### src/sv/jul_pkg.sv
// ---------------------------------------------------------------------------
// Julia escape-time pixel core: shared types and constants
// Payload structs, configuration struct, sequencer states, register indexes
// and the 32-bit saturation helper used by the datapath.
// ---------------------------------------------------------------------------
package jul_pkg;

	localparam int FRAC_BITS = 28;
	localparam int ESC_BIT   = 58;          // |z|^2 >= 4.0 in Q8.56
	localparam int APB_AW    = 5;
	localparam int GRAY_FULL = 250;
	localparam int CNT_SAT   = 63;
	localparam logic signed [29:0] C_RESET = 30'sd187904819;

	typedef struct packed {
		logic [11:0] pixel_x;
		logic [11:0] pixel_y;
	} pixel_t;

	typedef struct packed {
		logic [5:0] iteration_count;
		logic [7:0] gray_level;
	} result_t;

	typedef struct packed {
		logic signed [29:0] c_real;
		logic signed [29:0] c_imag;
		logic signed [31:0] origin_x;
		logic signed [31:0] origin_y;
		logic [28:0]        step_x;
		logic [28:0]        step_y;
	} cfg_t;

	typedef enum logic [2:0] {
		REG_C_REAL   = 3'd0,
		REG_C_IMAG   = 3'd1,
		REG_ORIGIN_X = 3'd2,
		REG_ORIGIN_Y = 3'd3,
		REG_STEP_X   = 3'd4,
		REG_STEP_Y   = 3'd5
	} reg_idx_t;

	typedef enum logic [2:0] {
		ST_IDLE,
		ST_MUL_X,
		ST_MUL_Y,
		ST_LOAD_Y,
		ST_SQ_R,
		ST_SQ_I,
		ST_CROSS,
		ST_UPDATE
	} st_t;

	function automatic logic signed [31:0] sat32(input logic signed [63:0] v);
		logic signed [31:0] r;
		if (v[63:31] == '0 || v[63:31] == '1) begin
			r = v[31:0];
		end else if (v[63]) begin
			r = 32'sh8000_0000;
		end else begin
			r = 32'sh7fff_ffff;
		end
		return r;
	endfunction

endpackage

### src/sv/jul_regs.sv
// ---------------------------------------------------------------------------
// Julia core configuration registers
// APB-style register file holding the Julia constant, origin and step.
// ---------------------------------------------------------------------------
module jul_regs (
	input  logic                       clk,
	input  logic                       arst_n,
	input  logic                       psel,
	input  logic                       penable,
	input  logic                       pwrite,
	input  logic [jul_pkg::APB_AW-1:0] paddr,
	input  logic [31:0]                pwdata,
	output logic [31:0]                prdata,
	output jul_pkg::cfg_t              cfg
);
	import jul_pkg::*;

	logic     wr_en;
	reg_idx_t idx;
	cfg_t     cfg_q;

	assign wr_en = psel && penable && pwrite;
	assign idx   = reg_idx_t'(paddr[4:2]);
	assign cfg   = cfg_q;

	always_ff @(posedge clk or negedge arst_n) begin
		if (!arst_n) begin
			cfg_q.c_real   <= C_RESET;
			cfg_q.c_imag   <= C_RESET;
			cfg_q.origin_x <= '0;
			cfg_q.origin_y <= '0;
			cfg_q.step_x   <= '0;
			cfg_q.step_y   <= '0;
		end else if (wr_en) begin
			unique case (idx)
				REG_C_REAL:   cfg_q.c_real   <= pwdata[29:0];
				REG_C_IMAG:   cfg_q.c_imag   <= pwdata[29:0];
				REG_ORIGIN_X: cfg_q.origin_x <= pwdata;
				REG_ORIGIN_Y: cfg_q.origin_y <= pwdata;
				REG_STEP_X:   cfg_q.step_x   <= pwdata[28:0];
				REG_STEP_Y:   cfg_q.step_y   <= pwdata[28:0];
				default: ;
			endcase
		end
	end

	always_comb begin
		unique case (idx)
			REG_C_REAL:   prdata = {{2{cfg_q.c_real[29]}}, cfg_q.c_real};
			REG_C_IMAG:   prdata = {{2{cfg_q.c_imag[29]}}, cfg_q.c_imag};
			REG_ORIGIN_X: prdata = cfg_q.origin_x;
			REG_ORIGIN_Y: prdata = cfg_q.origin_y;
			REG_STEP_X:   prdata = {3'b000, cfg_q.step_x};
			REG_STEP_Y:   prdata = {3'b000, cfg_q.step_y};
			default:      prdata = '0;
		endcase
	end

endmodule

### src/sv/julia_escape_time_pixel_core.sv
// The done strobe follows when the point escapes, or after MAX_ITERATIONS iterations
// when it never escapes.
// One pixel at a time; busy is low again in the cycle done is high.
// The work is sequenced on the single 32x32 multiplier: two setup products and a load step,
// then three products (zr^2, zi^2, zr*zi) and an update step per iteration.
// Reset clears the sequencer and loads the configuration defaults; results cannot stall.
// ---------------------------------------------------------------------------
// Julia escape-time pixel core
// Forms z0 from pixel coordinates, iterates z = z*z + c on a shared multiplier
// and reports the iteration count and a gray byte.
// ---------------------------------------------------------------------------
module julia_escape_time_pixel_core #(
	parameter int MAX_ITERATIONS = 50
) (
	input  logic                       clk,
	input  logic                       arst_n,
	input  logic                       start,
	output logic                       busy,
	input  jul_pkg::pixel_t            pixel,
	output logic                       done,
	output jul_pkg::result_t           result,
	input  logic                       psel,
	input  logic                       penable,
	input  logic                       pwrite,
	input  logic [jul_pkg::APB_AW-1:0] paddr,
	input  logic [31:0]                pwdata,
	output logic [31:0]                prdata,
	output logic                       pready
);
	import jul_pkg::*;

	localparam int CNT_W  = $clog2(MAX_ITERATIONS + 1);
	localparam int GRAY_Q = GRAY_FULL / MAX_ITERATIONS;
	localparam int GRAY_R = GRAY_FULL % MAX_ITERATIONS;

	cfg_t cfg;

	st_t state_q, state_d;
	pixel_t pixel_q;
	logic signed [31:0] zr_q, zi_q;
	logic signed [63:0] prod_q, rr_q, ii_q;
	logic [CNT_W-1:0] count_q, grem_q;
	logic [7:0] gray_q;
	logic done_q;
	result_t result_q;

	logic signed [31:0] mul_a, mul_b;
	logic signed [63:0] mul_p;
	logic [63:0] mag_sum;
	logic escape, last_iter;
	logic signed [63:0] diff, nr_full, ni_full, zr_init, zi_init;
	logic [CNT_W-1:0] count_n, grem_n;
	logic [CNT_W:0] gsum;
	logic [7:0] gray_n;
	logic [8:0] cnt_ext_esc, cnt_ext_last;

	jul_regs u_regs (
		.clk     (clk),
		.arst_n  (arst_n),
		.psel    (psel),
		.penable (penable),
		.pwrite  (pwrite),
		.paddr   (paddr),
		.pwdata  (pwdata),
		.prdata  (prdata),
		.cfg     (cfg)
	);

	assign pready = 1'b1;

	// shared multiplier, operands chosen by the sequencer
	assign mul_p = mul_a * mul_b;

	assign zr_init = {{32{cfg.origin_x[31]}}, cfg.origin_x} + prod_q;
	assign zi_init = {{32{cfg.origin_y[31]}}, cfg.origin_y} + prod_q;

	// prod_q holds zi^2 in ST_CROSS, rr_q holds zr^2
	assign mag_sum = $unsigned(rr_q) + $unsigned(prod_q);
	assign escape  = |mag_sum[63:ESC_BIT];

	// prod_q holds zr*zi in ST_UPDATE; floor(2p / 2^28) = p >>> 27
	assign diff    = rr_q - ii_q;
	assign nr_full = (diff >>> FRAC_BITS) + $signed({{34{cfg.c_real[29]}}, cfg.c_real});
	assign ni_full = (prod_q >>> (FRAC_BITS - 1))
		+ $signed({{34{cfg.c_imag[29]}}, cfg.c_imag});

	assign count_n   = count_q + 1'b1;
	assign last_iter = (count_q == CNT_W'(MAX_ITERATIONS - 1));

	// gray = count*250/MAX kept as quotient and remainder, advanced per iteration
	assign gsum = {1'b0, grem_q} + (CNT_W+1)'(GRAY_R);
	always_comb begin
		if (gsum >= (CNT_W+1)'(MAX_ITERATIONS)) begin
			grem_n = CNT_W'(gsum - (CNT_W+1)'(MAX_ITERATIONS));
			gray_n = gray_q + 8'(GRAY_Q) + 8'd1;
		end else begin
			grem_n = gsum[CNT_W-1:0];
			gray_n = gray_q + 8'(GRAY_Q);
		end
	end

	assign cnt_ext_esc  = 9'(count_q);
	assign cnt_ext_last = 9'(count_n);

	// next state
	always_comb begin
		state_d = state_q;
		unique case (state_q)
			ST_IDLE:   if (start) state_d = ST_MUL_X;
			ST_MUL_X:  state_d = ST_MUL_Y;
			ST_MUL_Y:  state_d = ST_LOAD_Y;
			ST_LOAD_Y: state_d = ST_SQ_R;
			ST_SQ_R:   state_d = ST_SQ_I;
			ST_SQ_I:   state_d = ST_CROSS;
			ST_CROSS:  state_d = escape ? ST_IDLE : ST_UPDATE;
			ST_UPDATE: state_d = last_iter ? ST_IDLE : ST_SQ_R;
			default:   state_d = ST_IDLE;
		endcase
	end

	// sequencer outputs
	always_comb begin
		busy  = (state_q != ST_IDLE);
		mul_a = zr_q;
		mul_b = zi_q;
		unique case (state_q)
			ST_MUL_X: begin
				mul_a = {20'd0, pixel_q.pixel_x};
				mul_b = {3'd0, cfg.step_x};
			end
			ST_MUL_Y: begin
				mul_a = {20'd0, pixel_q.pixel_y};
				mul_b = {3'd0, cfg.step_y};
			end
			ST_SQ_R: begin
				mul_a = zr_q;
				mul_b = zr_q;
			end
			ST_SQ_I: begin
				mul_a = zi_q;
				mul_b = zi_q;
			end
			default: ;
		endcase
	end

	always_ff @(posedge clk or negedge arst_n) begin
		if (!arst_n) begin
			state_q <= ST_IDLE;
			done_q  <= 1'b0;
			count_q <= '0;
			grem_q  <= '0;
			gray_q  <= '0;
		end else begin
			state_q <= state_d;
			done_q  <= (state_q == ST_CROSS && escape) || (state_q == ST_UPDATE && last_iter);
			if (state_q == ST_IDLE && start) begin
				count_q <= '0;
				grem_q  <= '0;
				gray_q  <= '0;
			end
			if (state_q == ST_UPDATE) begin
				count_q <= count_n;
				grem_q  <= grem_n;
				gray_q  <= gray_n;
			end
		end
	end

	// datapath, no reset
	always_ff @(posedge clk) begin
		prod_q <= mul_p;
		if (state_q == ST_IDLE && start) pixel_q <= pixel;
		if (state_q == ST_MUL_Y) zr_q <= sat32(zr_init);
		if (state_q == ST_LOAD_Y) zi_q <= sat32(zi_init);
		if (state_q == ST_SQ_I) rr_q <= prod_q;
		if (state_q == ST_CROSS) ii_q <= prod_q;
		if (state_q == ST_UPDATE) begin
			zr_q <= sat32(nr_full);
			zi_q <= sat32(ni_full);
		end
		if (state_q == ST_CROSS && escape) begin
			result_q.iteration_count <= (cnt_ext_esc > 9'(CNT_SAT)) ? 6'(CNT_SAT)
			                                                        : cnt_ext_esc[5:0];
			result_q.gray_level <= gray_q;
		end
		if (state_q == ST_UPDATE && last_iter) begin
			result_q.iteration_count <= (cnt_ext_last > 9'(CNT_SAT)) ? 6'(CNT_SAT)
			                                                         : cnt_ext_last[5:0];
			result_q.gray_level <= gray_n;
		end
	end

	assign done   = done_q;
	assign result = result_q;

	a_accept_busy: assert property (@(posedge clk) disable iff (!arst_n)
		(start && !busy) |=> busy)
		else $error("accepted transaction did not raise busy");

	a_done_idle: assert property (@(posedge clk) disable iff (!arst_n)
		done |-> (!busy && $past(busy)))
		else $error("result strobe outside the end of a transaction");

	a_count_range: assert property (@(posedge clk) disable iff (!arst_n)
		busy |-> (count_q < CNT_W'(MAX_ITERATIONS)))
		else $error("iteration count ran past the limit");

	a_gray_rem: assert property (@(posedge clk) disable iff (!arst_n)
		busy |-> (grem_q < CNT_W'(MAX_ITERATIONS)))
		else $error("gray remainder out of range");

	a_gray_range: assert property (@(posedge clk) disable iff (!arst_n)
		done |-> (result.gray_level <= 8'(GRAY_FULL)))
		else $error("gray level above full scale");

endmodule

### config.mk
export PLATFORM = sky130hd
export DESIGN_NAME = julia_escape_time_pixel_core
export DESIGN_NICKNAME = d
export VERILOG_FILES = /design/src/sv/jul_pkg.sv /design/src/sv/jul_regs.sv /design/src/sv/julia_escape_time_pixel_core.sv
export SDC_FILE = /design/constraint.sdc
export NUM_CORES = 2
export LEC_CHECK = 0
export BUFFER_PORTS_ARGS = -buffer_cell sky130_fd_sc_hd__buf_2
export CAP_MARGIN = 20
export CORE_MARGIN = 4
export CORE_UTILIZATION = 65
export CTS_CLUSTER_DIAMETER = 150
export DETAILED_ROUTE_END_ITERATION = 10
export GPL_ROUTABILITY_DRIVEN = 0
export PLACE_DENSITY = 0.83
export SYNTH_ARGS = -nofsm -noshare
export SYNTH_HDL_FRONTEND = slang
export SYNTH_SLANG_ARGS = --single-unit
### constraint.sdc
create_clock -name clk -period 13.3 [get_ports clk]
set_input_delay 2.66 -clock clk [delete_from_list [all_inputs] [get_ports clk]]
set_output_delay 2.66 -clock clk [all_outputs]
set_load 0.005 [all_outputs]
==> run_results.csv <==
group,metric,value,unit
run_status,status,"finished, final reports clean",
clocking,h-tree-depth,2,
yosys,async_flop_share,41.08,%
floorplan,start_util,65.53,%
grt,grt_pass1_wl,364000,um
clocking,postCtsHoldBufs,0,
grt,grt_max_degree,78,
setup_path,cp_max_fo,24,
grt,antenna_found_initial,28,
setup_path,cp-end-kind,"flip-flop",
cells_and_area,drive_above_1_share,9.487,%
routing,remaining_drc_errors,0,
routing,finalWirelength,237500,um
sta,final_hold_viol_count,0,
grt,grt.total_usage,41.29,%
floorplan,die_area,115300,um2
yosys,synth_edf_count,230,
clocking,cts-root-buf,"clkbuf_16",
setup_path,crit_start,"state_q[1]$_DFFE_PN0P_",
floorplan,ioPinCount,116,
floorplan,die_y,339.5,um
setup_path,r2r-start,"state_q[1]$_DFFE_PN0P_",
hold_path,hold_path_class,"flip-flop to flip-flop",
placed_design,io_buffers,112,
flow_run,cap_violations,0,
setup_path,critPathSlowestCell,"o31ai_1",
yosys,syn-cell-area,71430,um2
cells_and_area,nFillCells,7740,
clocking,clkSlewWorstSetupHoldPaths,70,ps
cells_and_area,final_net_count,9318,
yosys,synth_seq_cells,499,
placed_design,dp_hpwl,184400,um
routing,drt_pass1_iterations,9,
setup_path,worstSetupPathType,"flip-flop to flip-flop",
routing,ant_nets,0,
sta,worst_pin_slew,1442,ps
sta,slew_headroom,3.058,%
grt,gr-total-overflow,0,
yosys,avgSynthCellArea,9.313,um2
sta,final.period_utilization,93.20,%
routing,drt_iter0_drc,7868,
yosys,synth_ff_type,"edfxtp_1",
floorplan,rows,121,
sta,maxSlewViolCount,0,
clocking,cts_tree,"done",
sta,fin_skew,47.52,ps
sta,rsz0062_at_grt,"no",
cells_and_area,syn2layout_area_growth,6.260,%
sta,max_freq,80.68,MHz
setup_path,arrival,12940,ps
yosys,ys_warn_count,0,
routing,wl_per_cell,25.98,um
yosys,syn_nets,9336,
clocking,post-cts-setup-buffer-count,0,
routing,vias,61370,
yosys,synth_cells,7670,
sta,finalSetupViolations,0,
setup_path,cpPeakStageDelay,890,ps
routing,drt-vias-per-instance,6.715,
floorplan,core,109000,um2
setup_path,worstSetupStartpointType,"flip-flop",
clocking,cts_buffer_depth,3,
setup_path,cp_common_cell,"fa_1",
floorplan,chipWidth,339.5,um
clocking,insertion_delay,670,ps
yosys,synth_seq_area_share,18.70,%
sta,period_minus_slack,12400,ps
hold_path,hp-start,"grem_q[4]$_DFFE_PN0P_",
yosys,synthDistinctLibCells,97,
setup_path,required,13840,ps
clocking,clkSinkCount,499,
clocking,cts_buffers,51,
sta,timing.setup.tns,0,ps
clocking,cts_resized,0,
grt,grt_pass1_vias,62330,
[per-layer routing]
metal | GRT usage (%) | vias to the layer above | wire (um)
met2 | 59.94 | 4639 | 99200
met1 | 50.48 | 29830 | 78960
met5 | 0.6667 | - | 322
met4 | 31.49 | 18 | 24090
met3 | 14.70 | 1338 | 34930
li1 | - | 25540 | -
[Yosys cell counts (20+ instances only)]
cell | count | share of area [%]
a211oi_1 | 41 | 0.43
a211oi_2 | 29 | 0.51
a21o_1 | 201 | 2.1
a21oi_1 | 378 | 2.6
a221o_1 | 37 | 0.52
a221oi_1 | 42 | 0.51
a22o_1 | 31 | 0.38
a22oi_1 | 159 | 1.7
a31oi_1 | 31 | 0.27
and2_1 | 32 | 0.28
and3_1 | 34 | 0.30
buf_2 | 20 | 0.14
clkbuf_1 | 309 | 1.6
dfrtp_1 | 175 | 6.1
dfstp_2 | 30 | 1.1
dfxtp_1 | 64 | 1.8
edfxtp_1 | 230 | 9.7
fa_1 | 1086 | 30
ha_1 | 513 | 9.0
inv_1 | 1121 | 5.9
mux2_2 | 180 | 2.8
nand2_1 | 801 | 4.2
nand2b_1 | 56 | 0.49
nand3_1 | 98 | 0.69
nand4_1 | 80 | 0.70
nor2_1 | 768 | 4.0
nor2b_1 | 31 | 0.27
nor3_1 | 70 | 0.49
nor4_1 | 21 | 0.18
o211ai_1 | 35 | 0.37
o21a_1 | 51 | 0.54
o21ai_0 | 215 | 1.5
o21bai_1 | 44 | 0.46
o31ai_1 | 24 | 0.25
or2_2 | 25 | 0.22
or3_1 | 22 | 0.19
xnor2_1 | 184 | 2.3
xor2_1 | 107 | 1.3
[state kept, by name, indices dropped and copies added, names as in the netlist]
signal	count
count_q	6
ii_q	64
result	14
grem_q	5
gray_q	8
state_q	3
done	1
zr_q	32
u_regs.cfg	182
pixel_q	24
zi_q	32
rr_q	64
prod_q	64
[critical path: cells and delay by family, from the launching register on]
family,cells,cell delay (ps)
flops,1,870
simple gates,6,1810
fa+ha+maj,9,4390
compound gates,11,4210
buf+inv,6,750
xor+xnor,1,210
[placed cells by master (no fill, tap or decap), types with 20 or more instances in the layout]
cell type and n:
a211oi_2 35, xnor2_1 184, nor3_1 68, clkbuf_16 51, a221o_1 37, mux2_2 180, or3_1 22, a21o_1 201
o31ai_1 24, o21ai_0 215, inv_1 1120, o211ai_1 35, nor4_1 20, dfstp_2 30, nor2_1 762, a22oi_1 159
xor2_1 107, nand4_1 80, diode_2 31, dfxtp_1 64, buf_4 171, a31oi_1 31, nand3_1 98, dfrtp_1 174
and3_1 34, edfxtp_1 230, ha_1 513, buf_2 111, and2_1 32, a22o_1 31, fa_1 1086, nand2_1 800
nor2b_1 29, nand2b_1 56, o21bai_1 44, a21oi_1 377, o21a_1 51, or2_2 25, a221oi_1 21, a211oi_1 33
[final cells by class]
class | count | area, um2 | share of cell area (%)
diodes | 31 | 77.57 | 0.1022
flip-flops and latches | 499 | 13360 | 17.60
well taps | 1414 | 1769 | 2.331
multi-input cells | 5691 | 52840 | 69.62
clock buffers | 63 | 1351 | 1.780
inverters | 1122 | 4212 | 5.549
clock inverters | 33 | 365.4 | 0.4813
repair buffers | 287 | 1931 | 2.544
[worst paths after layout]
path	slack, ps	depth (start not counted)	to
hold / removal	480	1	grem_q[5]$_DFFE_PN0P_
setup reg to reg	900	33	prod_q[62]$_DFF_P_
min in group asynchronous	1970	1	u_regs.cfg[51]$_DFFE_PN0P_
max in group asynchronous	9860	2	gray_q[7]$_DFFE_PN0P_
hold reg to reg	480	1	grem_q[5]$_DFFE_PN0P_
setup / recovery	900	33	prod_q[62]$_DFF_P_
[metrics by stage]
step	utilization (%)	setup slack [ps]	cells	instance area [um2]	hold slack (ps)
floorplan	-	2438	7670	71430	431.4
global placement	67.92	1760	9009	74030	457.2
detailed placement	67.93	1533	9010	74050	458.6
CTS	69.51	1383	9106	75770	467.2
global route	69.57	468.7	9113	75840	492.3
finish	69.63	904.7	9140	75900	483.2
[cells by family after synthesis]
group                    synth area share, %
other                               0.005250
multiplexers                           2.950
adder cells (fa/ha/maj)                39.42
XOR/XNOR                               3.568
buffers and inverters                  7.889
flip-flops                             18.70
AO/OA/AOI/OAI                          14.57
AND/OR/NAND/NOR                        12.90
Power is not shown: default switching activity piles up to over one toggle a cycle in this logic, so the estimate is an artifact.
